$ cat src/rtl/rtef_pkg.sv
// Shared constants, types and codes of the recent-transmit echo filter.
// No dependencies.
`timescale 1ns / 1ps

package rtef_pkg;

    parameter int RING_ENTRIES = 8;
    parameter int MAX_FRAME    = 2048;

    parameter int SLOT_W = (RING_ENTRIES > 1) ? $clog2(RING_ENTRIES) : 1;
    parameter int ADDR_W = $clog2(MAX_FRAME);
    parameter int LEN_W  = $clog2(MAX_FRAME + 1);
    parameter int POS_W  = $clog2(MAX_FRAME + 2);

    parameter int OQ_DEPTH = 4;
    parameter int OQ_PTR_W = $clog2(OQ_DEPTH);
    parameter int OQ_CNT_W = $clog2(OQ_DEPTH + 2);

    parameter logic OP_TRANSMIT = 1'b0;
    parameter logic OP_RECEIVE  = 1'b1;

    typedef logic [RING_ENTRIES-1:0]      t_mask;
    typedef logic [RING_ENTRIES-1:0][7:0] t_bank_data;

    typedef struct packed {
        logic       valid;
        logic       rx;
        logic       first;
        logic       last;
        logic       cmp_en;
        logic       over;
        t_mask      inlen;
        logic [7:0] data;
    } t_s1_ctl;

endpackage

$ cat src/rtl/rtef_outq.sv
// Result queue between the compare stage and the output beat.
// Depends on rtef_pkg.
`timescale 1ns / 1ps

module rtef_outq (
    input  logic                          i_clk,
    input  logic                          i_rst_n,
    input  logic                          i_push,
    input  logic [1:0]                    i_data,
    input  logic                          i_ready,
    output logic                          o_valid,
    output logic [1:0]                    o_data,
    output logic [rtef_pkg::OQ_CNT_W-1:0] o_cnt
);
    import rtef_pkg::*;

    logic [1:0]          r_q [OQ_DEPTH];
    logic [OQ_PTR_W-1:0] r_wr;
    logic [OQ_PTR_W-1:0] r_rd;
    logic [OQ_CNT_W-1:0] r_cnt;
    logic                pop;

    assign o_valid = (r_cnt != '0);
    assign o_data  = r_q[r_rd];
    assign o_cnt   = r_cnt;
    assign pop     = o_valid && i_ready;

    always_ff @(posedge i_clk) begin
        if (i_push) begin
            r_q[r_wr] <= i_data;
        end
    end

    always_ff @(posedge i_clk) begin
        if (!i_rst_n) begin
            r_wr  <= '0;
            r_rd  <= '0;
            r_cnt <= '0;
        end else begin
            if (i_push) begin
                r_wr <= r_wr + 1'b1;
            end
            if (pop) begin
                r_rd <= r_rd + 1'b1;
            end
            if (i_push && !pop) begin
                r_cnt <= r_cnt + 1'b1;
            end else if (!i_push && pop) begin
                r_cnt <= r_cnt - 1'b1;
            end
        end
    end

endmodule

$ cat config.mk
export PLATFORM = sky130hd
export DESIGN_NAME = rtef_outq
export DESIGN_NICKNAME = d
export VERILOG_FILES = /design/src/rtl/rtef_pkg.sv /design/src/rtl/rtef_outq.sv
export SDC_FILE = /design/constraint.sdc
export NUM_CORES = 1
export LEC_CHECK = 0
export CAP_MARGIN = 10
export CELL_PAD_IN_SITES_DETAIL_PLACEMENT = 0
export CELL_PAD_IN_SITES_GLOBAL_PLACEMENT = 2
export CORE_MARGIN = 3
export CORE_UTILIZATION = 41
export DETAILED_ROUTE_END_ITERATION = 12
export DONT_BUFFER_PORTS = 1
export PLACE_DENSITY = 0.72
export SYNTH_ARGS = -nofsm -noshare
export SYNTH_HDL_FRONTEND = slang
export SYNTH_SLANG_ARGS = --single-unit
$ cat constraint.sdc
create_clock -name i_clk -period 2.2 [get_ports i_clk]
set_clock_uncertainty 0.1 [all_clocks]
set_input_delay 0.11 -clock i_clk [delete_from_list [all_inputs] [get_ports i_clk]]
set_output_delay 0.11 -clock i_clk [all_outputs]
set_load 0.05 [all_outputs]
# ---- Word level (Yosys, flattened, before mapping)
# Memories as Yosys holds them, arrays and structs flattened. A register that Yosys moved wholly into a read port is not among the register bits.
# Index checks and enable logic that the tools add are counted.
# W data, S select, Z words.
dict set report word_totals {
  reg_bits 7
  mem_bits_rw 8
  inputBits 6
  out_inout_bits 6
  n_memories 1
}
# memory words word_bits read_ports rd_ports_with_merged_regs wr line
set memory_table {}
lappend memory_table {r_q 4 2 1 1 1 rtef_outq.sv:17} ;# logic [1:0] r_q [OQ_DEPTH];
dict set report classes {
  n_addsub 4
  mux 6
  reduce_logical 7
}
# cell n
set op_table {}
lappend op_table {{$mux W3} 2}
lappend op_table {{$add A2 B1 Y2 const B} 2}
lappend op_table {{$mux W2} 2}
lappend op_table {{$add A3 B1 Y3 const B} 1}
lappend op_table {{$logic_and A1 B1 Y1} 3}
lappend op_table {{$reduce_bool A3 Y1} 1}
lappend op_table {{$sub A3 B1 Y3 const B} 1}
lappend op_table {{$logic_not A1 Y1} 2}
lappend op_table {{$mux W1} 2}
lappend op_table {{$reduce_bool A2 Y1} 1}

# ---- Depth between registers and ports, before layout
dict set report logic_depth {
  ltp_word 5
  depth_mapped 7
  ltp_nobuf 7
}

# ---- Least setup slack after synthesis
# OpenSTA, ideal clock, no wires.
dict set report synth_path {
  path_type {register -> register}
  start {reg r_cnt[0] (netlist: o_cnt[0])}
  end {reg r_cnt[2] (netlist: o_cnt[2])}
  setup_ns 0.076
  arrival_time_ns 2.062
  required_ns 2.024
  path_slack_ns -0.037
  stages_incl_launch_ff 8
  cell_sequence {dfxtp_1 o31ai_4 ha_1 inv_1 fa_1 xor2_1 or3_1 a21boi_0}
}
dict set report synth_via {
  elab_chain_len 5
}
# item line
set synth_rtl {}
lappend synth_rtl {{from (decl)} rtef_outq.sv:20} ;# logic [OQ_CNT_W-1:0] r_cnt;
lappend synth_rtl {{from (signal assigned)} rtef_outq.sv:47} ;# r_cnt <= r_cnt + 1'b1;
lappend synth_rtl {{from (signal assigned)} rtef_outq.sv:49} ;# r_cnt <= r_cnt - 1'b1;
lappend synth_rtl {{branches (longest 5 deep; another with $sub A3 B1 Y3)} -}
# Parallel ways; which one is timed is not known. The select of a mux whose other input is x is not followed.
# A chain may end at the register's enable or synchronous reset.

# ---- Worst setup path after layout
dict set report layout_path {
  start {reg r_cnt[2] (netlist: o_cnt[2])}
  end {reg r_cnt[2] (netlist: o_cnt[2])}
}
# The elaborated chain is that of the path after synthesis.

==> results.yml <==
setup_path:
  rr_startpoint: "o_cnt[2]$_SDFFE_PN0P_"
  worst_setup_path_end_kind: "flop"
  worstPathArrival_ps: 2180
  critPathMaxFanout: 2
  crit_type: "reg2reg"
  cp-endpoint: "o_cnt[2]$_SDFFE_PN0P_"
  cp-start-kind: "flop"
  ff2ff_path_depth: 7
  cp.required_ps: 2310
  r2r_end: "o_cnt[2]$_SDFFE_PN0P_"
  cp-startpoint: "o_cnt[2]$_SDFFE_PN0P_"
  r2r_slack_ps: 130
global_routing:
  gr-usage-all-layers: 0.115
  grt_overflow: 0
  grt_pass1_vias: 468
  antenna_found_initial: 0
  grt_pass1_wl_mm: 2.13
  grt_max_degree: 10
clock_tree:
  postCtsSetupBuffers: 0
  tritoncts: "built"
  cts_buffers: 3
  cts.sinks: 17
  cts_buffer_depth: 2
  clock_latency_ps: 280
  clk_pin_slew_worst_paths_ps: 90
  cts-root-buf: "clkbuf_4"
  h-tree-depth: 1
yosys:
  synth.net_count: 64
  synthXorXnorAreaFrac: 0.0579
  syn_inst: 52
  yosys.area.top_type_share: 0.318
  syn_area_um2: 756
  yosysWarnings: 0
  syn_area_per_cell_um2: 14.5
  synth.area.mux_share: 0.0861
  synthAdderAreaFrac: 0.109
  synth_cell_types: 17
  synth_largest_area_cell: "edfxtp_1"
  ys_ff_latch: 17
  synth_top_family_by_area: "simple AND/OR/NAND/NOR gates"
  synthTopCellsByArea: "edfxtp_1, dfxtp_1, ha_1, and2_1, mux4_2"
  synth-compound-area-share: 0.0662
  synth_simple_gate_area_share: 0.109
  yosysSeqAreaShare: 0.556
route:
  dr_total_vias: 409
  drt-vias-per-instance: 4.70
  drt_iter0_drc: 4
  dr_wl_met2_um: 640
  top_layer: "met3"
  route.layer.met1.wl_um: 502
  wl_met3_um: 54
  ant_nets: 0
  drcViolationCount: 0
  post_drt_wl_per_cell_um: 13.8
  first_pass_iters: 4
  wl_mm: 1.20
placed_design:
  gp_congestion: 0.637
  placed_area_um2: 811
  hpwl_um: 923
  io_buffers: 0
  place_inst: 79
  pre_cts_ws_ps: 110
timing:
  whs_ps: 12.4
  maxSlewViolCount: 0
  min_period_ps: 2070
  fin_ws_ps: 131
  tightest_slew_ps: 276
  finalSetupViolations: 0
  rsz0062_at_grt: "false"
  max_freq_ghz: 0.483
  maxSlewHeadroom: 0.817
  timing.final.hold_violations: 0
  period_share: 0.940
  fin_setup_tns_ps: 0
floorplan:
  initial_core_util: 0.469
  placementRows: 14
  die_area_um2: 2390
  die_h_um: 48.9
  core_um2: 1610
  die_w_um: 48.9
  num_io_pins: 12
power:
  ir_drop_mv: 0.576
  p_leak_nw: 0.330
  power.density_nw_per_um2: 1180
final_layout:
  instances_no_fill: 87
  nFillCells: 144
  n_antenna_cell: 0
  design_area_um2: 880
  drive_gt1_frac: 0.222
  synthToLayoutAreaGrowth_pct: 16.4
  nNetsFinal: 76
hold_path:
  holdPathStages: 1
  hold_class: "in2reg"
status:
  outcome: "finished, final reports clean"
run:
  cap_violations: 0
cells in the mapped netlist:
cell type and instances:
mux2i_1 2, xnor2_1 3, xor2_1 2, dfxtp_1 9
mux4_2 2, o21ai_0 1, nor2b_1 2, o31ai_4 1
or3_1 1, ha_1 5, or3_2 1, edfxtp_1 8
and2_1 9, fa_1 1, o311ai_2 1, a21boi_0 1
inv_1 3
power by group:
part	switching [mW]	leakage (nW)	internal (mW)
logic	0.281	0.167	0.160
clock network	0.0873	0.0150	0.0703
registers	0.0464	0.148	0.390
repair_timing:
action | CTS | global route
hold endpoints to repair | 23 | 0
resized for setup | 0 | 2
hold buffers | 4 | 0
setup endpoints to repair | 0 | 1
worst min path at each step:
| stage | startpoint | end | slack, ps |
|---|---|---|---|
| 5_1_grt | i_push | r_q[1][0]$_DFFE_PP_ | 9 |
| 4_1_cts | i_push | r_q[1][1]$_DFFE_PP_ | 0.8 |
| 6_report | i_push | r_q[1][1]$_DFFE_PP_ | 10 |
| 3_5_place_dp | i_data[1] | r_q[2][1]$_DFFE_PP_ | 110 |
| 2_1_floorplan | i_data[0] | r_q[0][0]$_DFFE_PP_ | 110 |
| 3_3_place_gp | i_data[0] | r_q[2][0]$_DFFE_PP_ | 110 |
cell families after synthesis:
group	Yosys count
fa+ha+maj	6
buf+inv	3
compound gates	4
flops	17
mux	4
simple gates	13
xor+xnor	5
stage by stage:
stage                     utilization  power [mW]
after CTS                       0.544        1.04
after floorplan                     -       0.797
after global placement          0.503       0.852
after global routing            0.546        1.10
final                           0.546        1.03
after detailed placement        0.503       0.874
layout by cell type (no fill, tap or decap), drive strengths merged, types with 3 or more instances in the layout:
cell type,Yosys,routed
and2,9,9
buf,0,3
clkbuf,0,4
dfxtp,9,9
dlygate4sd3,0,4
edfxtp,8,8
ha,5,5
inv,3,3
xnor2,3,3
area by class of cell:
type / instances / area [µm²] / area share
Tap cell: 24 / 30.0 / 0.0341
Clock buffer: 4 / 26.3 / 0.0299
Inverter: 3 / 11.3 / 0.0128
Multi-Input combinational cell: 32 / 327 / 0.371
Timing Repair Buffer: 7 / 62.6 / 0.0711
Sequential cell: 17 / 423 / 0.481
critical path: stages (launching register included):
cell      delay, ps
dfxtp_2         340
o31ai_4         280
ha_2            230
inv_1            50
fa_1            370
xor2_1          160
or3_1           310
a21boi_1        150
metal layers:
metal / GRT usage / vias to the layer above
li1: - / 204
met1: 0.130 / 198
met2: 0.199 / 7
met3: 0.0398 / 0
met4: 0.0427 / 0
met5: 0 / -
Power figures use the tool's default switching activity.
