==> config.mk <==
export PLATFORM = sky130hd
export DESIGN_NAME = rtef_match
export DESIGN_NICKNAME = d
export VERILOG_FILES = /design/src/rtl/rtef_pkg.sv /design/src/rtl/rtef_match.sv
export SDC_FILE = /design/constraint.sdc
export NUM_CORES = 1
export LEC_CHECK = 0
export ABC_AREA = 0
export BUFFER_PORTS_ARGS = -buffer_cell sky130_fd_sc_hd__buf_2
export CORE_ASPECT_RATIO = 1.1
export CORE_MARGIN = 2
export CORE_UTILIZATION = 42
export CTS_CLUSTER_DIAMETER = 120
export CTS_CLUSTER_SIZE = 25
export DETAILED_ROUTE_END_ITERATION = 7
export GPL_TIMING_DRIVEN = 0
export PLACE_DENSITY = 0.86
export SKIP_LAST_GASP = 1
export SLEW_MARGIN = 0
export SYNTH_ARGS = -nofsm -noshare
export SYNTH_HDL_FRONTEND = slang
export SYNTH_SLANG_ARGS = --single-unit
export TNS_END_PERCENT = 50
==> constraint.sdc <==
create_clock -name i_clk -period 2.3 [get_ports i_clk]
set_input_delay 0.46 -clock i_clk [delete_from_list [all_inputs] [get_ports i_clk]]
set_output_delay 0.46 -clock i_clk [all_outputs]
set_load 0.02 [all_outputs]
==> src/rtl/rtef_pkg.sv <==
// Shared constants, types and codes of the recent-transmit echo filter.
// No dependencies.
`timescale 1ns / 1ps

package rtef_pkg;

    parameter int RING_ENTRIES = 8;
    parameter int MAX_FRAME    = 2048;

    parameter int SLOT_W = (RING_ENTRIES > 1) ? $clog2(RING_ENTRIES) : 1;
    parameter int ADDR_W = $clog2(MAX_FRAME);
    parameter int LEN_W  = $clog2(MAX_FRAME + 1);
    parameter int POS_W  = $clog2(MAX_FRAME + 2);

    parameter int OQ_DEPTH = 4;
    parameter int OQ_PTR_W = $clog2(OQ_DEPTH);
    parameter int OQ_CNT_W = $clog2(OQ_DEPTH + 2);

    parameter logic OP_TRANSMIT = 1'b0;
    parameter logic OP_RECEIVE  = 1'b1;

    typedef logic [RING_ENTRIES-1:0]      t_mask;
    typedef logic [RING_ENTRIES-1:0][7:0] t_bank_data;

    typedef struct packed {
        logic       valid;
        logic       rx;
        logic       first;
        logic       last;
        logic       cmp_en;
        logic       over;
        t_mask      inlen;
        logic [7:0] data;
    } t_s1_ctl;

endpackage

==> src/rtl/rtef_match.sv <==
// Compare stage: checks read-back bytes of all slots, tracks matching slots.
// Depends on rtef_pkg.
`timescale 1ns / 1ps

module rtef_match (
    input  logic                 i_clk,
    input  logic                 i_rst_n,
    input  rtef_pkg::t_s1_ctl    i_s1,
    input  rtef_pkg::t_bank_data i_rd_data,
    input  rtef_pkg::t_mask      i_slot_valid,
    input  rtef_pkg::t_mask      i_tx_clr,
    output logic                 o_push,
    output logic                 o_echo,
    output logic                 o_over
);
    import rtef_pkg::*;

    t_mask r_sm;
    t_mask n_sm;
    t_mask base;
    t_mask cur;

    always_comb begin
        base = i_s1.first ? i_slot_valid : r_sm;
        cur  = base;
        for (int s = 0; s < RING_ENTRIES; s++) begin
            if (i_s1.cmp_en && i_s1.inlen[s] && (i_rd_data[s] != i_s1.data)) begin
                cur[s] = 1'b0;
            end
        end
        n_sm   = r_sm;
        o_push = 1'b0;
        o_echo = 1'b0;
        o_over = 1'b0;
        if (i_s1.valid && i_s1.rx) begin
            n_sm = cur;
            if (i_s1.last) begin
                o_push = 1'b1;
                o_over = i_s1.over;
                o_echo = !i_s1.over && (|(cur & i_slot_valid));
                n_sm   = '1;
            end
        end
        n_sm = n_sm & ~i_tx_clr;
    end

    always_ff @(posedge i_clk) begin
        if (!i_rst_n) begin
            r_sm <= '1;
        end else begin
            r_sm <= n_sm;
        end
    end

endmodule

Word-level counts from Yosys, hierarchy flattened
Index checks and enable logic that the tools add are counted.
{"block": "word_totals", "ff_bits": 8, "latchBits": 0, "mem_bits_rw": 0, "romBits": 0, "input_bits": 104, "wordCells": 49, "memories": 0}
{"block": "classes", "n_addsub": 0, "multipliers": 0, "div_mod_pow": 0, "order_cmp": 0, "eq_ne": 8, "n_shift": 0, "mux": 17, "n_bitwise": 3, "reduce_logical": 20}
{"cell": "!= test 8 bit", "n": 8}
{"cell": "two-way mux 8 bit", "n": 3}
{"cell": "logical AND 1 bit", "n": 18}
{"cell": "bitwise AND 8 bit", "n": 2}
{"cell": "two-way mux 1 bit", "n": 14}
{"cell": "NOT 8 bit", "n": 1}
{"cell": "OR reduction 8 bit", "n": 1}
{"cell": "logical NOT 1 bit", "n": 1}

Depth between registers and ports, before layout
{"block": "logic_depth", "word_depth": 8, "depth_mapped": 7}

Least setup slack after synthesis
OpenSTA, ideal clock, no wires.
{"block": "synth_timing", "path_type": "input -> output", "startpoint": "in i_s1[4] (netlist name)", "endpoint": "out o_echo", "arrival_time_ns": 1.851, "setup_slack_ns": -0.011, "path_stages": 7, "path_cell_list": "buf_6 -> xor2_1 -> nor4_1 -> a21oi_1 -> o22ai_1 -> nor4_1 -> nor3b_1"}
{"block": "synth_via", "elab_chain_cells": 8, "word_cells_on_any_way": 29, "classes_between": "eq/ne (8); mux (10); bitwise (1); reduce/logical (10)"}
{"element": "from (decl)", "line_no": "rtef_match.sv:8", "source": "input rtef_pkg::t_s1_ctl i_s1,"}
{"element": "!= test 8 bit", "line_no": "rtef_match.sv:27", "source": "if (i_s1.cmp_en && i_s1.inlen[s] && (i_rd_data[s] != i_s1.data)) begin"}
{"element": "logical AND 1 bit", "line_no": "rtef_match.sv:27"}
{"element": "two-way mux 1 bit", "line_no": "rtef_match.sv:27"}
{"element": "bitwise AND 8 bit (*)", "line_no": "rtef_match.sv:40", "source": "o_echo = !i_s1.over && (|(cur & i_slot_valid));"}
{"element": "OR reduction 8 bit (*)", "line_no": "rtef_match.sv:40"}
{"element": "logical AND 1 bit (*)", "line_no": "rtef_match.sv:40"}
{"element": "two-way mux 1 bit (*)", "line_no": "rtef_match.sv:37", "source": "if (i_s1.last) begin"}
{"element": "two-way mux 1 bit (*)", "line_no": "rtef_match.sv:35", "source": "if (i_s1.valid && i_s1.rx) begin"}
{"element": "to (decl)", "line_no": "rtef_match.sv:13", "source": "output logic o_echo,"}
Every way passes the cells marked *; elsewhere a longest branch is shown, timed or not.

Final worst setup path
Same ends and word-level chain as after synthesis.

==> results.ini <==
[routing]
vias_per_cell = 5.14
finalWirelength_um = 4260
first_iter_violations = 62
vias = 1552
wire_per_inst_um = 14.1
drcViolationCount = 0
dr.pass1.iters = 6
ant_nets = 0

[final_layout]
nets = 374
max_flop_register = r_sm
largest_reg_flops = 8
reg_top3 = r_sm x8
n_fill_cell = 249
area_delta_synth_final_pct = 67.1
final_area_um2 = 2150
final_core_util_pct = 71.8
multi_input_area_um2 = 1280
seq_area_um2 = 160
n_antenna_cell = 0
drive_above_1_share_pct = 54.5

[clock_tree]
numCtsBuffers = 3
cts.path.max_buffers = 2
cts_tree = done
ctsRootBufferMaster = clkbuf_4
hold_buffers = 0
clk_latency_ps = 250
clkSlewWorstSetupHoldPaths_ps = 50
htreeDepth = 1
cts_sinks = 8

[setup_path]
path_max_fanout = 8
startpoint_type = primary input
cp.required_ps = 1840
arrival_ps = 1820
path_class = in -> out
end_kind = output pin

[synthesis]
seq_area_frac_synth_pct = 12.5
synth_top_area_share_pct = 43.6
synth_area_leader_cell = xor2_1
yosys_register_bits = 8
ys_top_cells_by_area = xor2_1 (44%), dfxtp_1 (12%), nor4_1 (8.3%), mux2i_1 (6.2%), o21ai_0 (6.2%)
synthesis.area_um2 = 1290
ys_warn_count = 0
synth_cell_types = 18
syn_inst = 166
syn_nets = 270
avgSynthCellArea_um2 = 7.75

[power_and_ir_drop]
vdd_drop_max_uv = 268
power_density_nw_per_um2 = 289
power.total_mw = 0.622
leakagePower_nw = 1.02
p_switching_mw = 0.232
intPower_mw = 0.390
clkPwrFrac_pct = 16.5
switching_share_pct = 37.3
p_comb_share_pct = 58.1
seq_power_share_pct = 25.4

[place]
port_buffers = 97
hpwl_um = 3090
routabilityCongestion = 0.765
placed_cell_area_um2 = 1820

[sta]
finalSetupViolations = 0
tightestPinTransition_ps = 348
setup-tns-final_ps = 0
max_freq_mhz = 438
fin_crit_sh_pct = 99.3
timing_hold_violations_final = 0
hold_slack_ps = 396
rsz0062_at_grt = yes
relSlewSlack_pct = 76.8
fin_crit_ps = 2280
finalMaxSlewViolations = 0
skew_ps = 0

[run_status]
status = finished, final reports clean

[floorplanning]
fp-row-count = 21
fp.coreArea_um2 = 3000
start_util_pct = 42.9
die_y_um = 62.0
dieArea_um2 = 3520
ios = 107
die_w_um = 56.8

[global_route]
gr-usage-all-layers_pct = 21.5
grt_start_max_net_pins = 11
overflow = 0
antenna_found_initial = 0
grt_pass1_wl_um = 5870
grt_pass1_vias = 1375

[worst_hold_path]
hp-class = in -> reg

[run]
cap_violations = 0

[cell usage after synthesis]
cell / number
nor3b_1: 1
nand2_1: 8
nor4_1: 17
nor2_1: 8
nand2b_1: 1
buf_4: 4
o22ai_1: 12
o21ai_0: 16
mux2i_1: 8
a21oi_1: 8
and2_1: 2
buf_2: 1
buf_1: 1
and3_1: 1
dfxtp_1: 8
buf_6: 4
xor2_1: 64
clkbuf_1: 2
[routing by layer]
layer | global-route usage (%) | wire length, um | vias to the layer above
li1 | - | - | 777
met1 | 24.8 | 1620 | 713
met2 | 40.5 | 2360 | 56
met3 | 2.48 | 214 | 6
met4 | 9.97 | 68 | 0
met5 | 0 | 0 | -
[critical path, stage by stage]
cell and delay [ps]:
buf_6 120, xor2_1 170, nor4_2 360, a21oi_2 130, o22ai_2 220, nor4_4 60, nor3b_2 150, buf_4 150
[what timing repair did]
item | in CTS | in global routing
setup buffers | 0 | 2
gates resized for setup | 17 | 33
pin swaps | 16 | 25
setup endpoints to repair | 1 | 1
[layout by cell type (no fill, tap or decap), drive strengths merged]
cell type | netlist | routed
nor3b | 1 | 1
nand2b | 1 | 1
a21oi | 8 | 8
mux2i | 8 | 8
nor4 | 17 | 17
and3 | 1 | 1
and2 | 2 | 2
o22ai | 12 | 12
nand2 | 8 | 8
buf | 10 | 109
xor2 | 64 | 64
dfxtp | 8 | 8
clkbuf | 2 | 5
o21ai | 16 | 16
nor2 | 8 | 8
[kinds of logic after synthesis]
kind of cell | after synthesis | share of synthesized area (%)
simple gates | 38 | 15.5
mux | 8 | 6.23
compound gates | 36 | 15.2
buf+inv | 12 | 7.10
flops | 8 | 12.5
xor+xnor | 64 | 43.6
[layout make-up]
type | instances | area share [%]
Multi-Input combinational cell | 146 | 59.5
Sequential cell | 8 | 7.45
Tap cell | 34 | 1.98
Timing Repair Buffer | 99 | 23.4
Clock buffer | 3 | 1.05
Buffer | 12 | 6.58
[per-stage QoR]
step / cells / setup slack, ps
after detailed placement: 297 / -108
after floorplan: 166 / 176
after global routing: 302 / -104
after global placement: 297 / -115
final: 302 / 17.2
after CTS: 300 / 0.475
[path summary, 6_finish.rpt]
check | start | end | slack, ps | cells past startpoint
worst min-delay path | i_tx_clr[3] | r_sm[3]$_SDFF_PN1_ | 400 | 2
worst max register to register | r_sm[6]$_SDFF_PN1_ | r_sm[6]$_SDFF_PN1_ | 1420 | 4
worst max-delay path | i_s1[4] | o_echo | 20 | 8
worst min register to register | r_sm[3]$_SDFF_PN1_ | r_sm[3]$_SDFF_PN1_ | 590 | 2
[power groups by stage]
stage,registers [mW],logic (mW),clock network (mW)
CTS,0.157,0.304,0.108
global route,0.160,0.396,0.119
floorplan,0.158,0.166,0
finish,0.158,0.362,0.103
global placement,0.159,0.277,0
detailed placement,0.160,0.283,0
(Power assumes the default switching activity.)
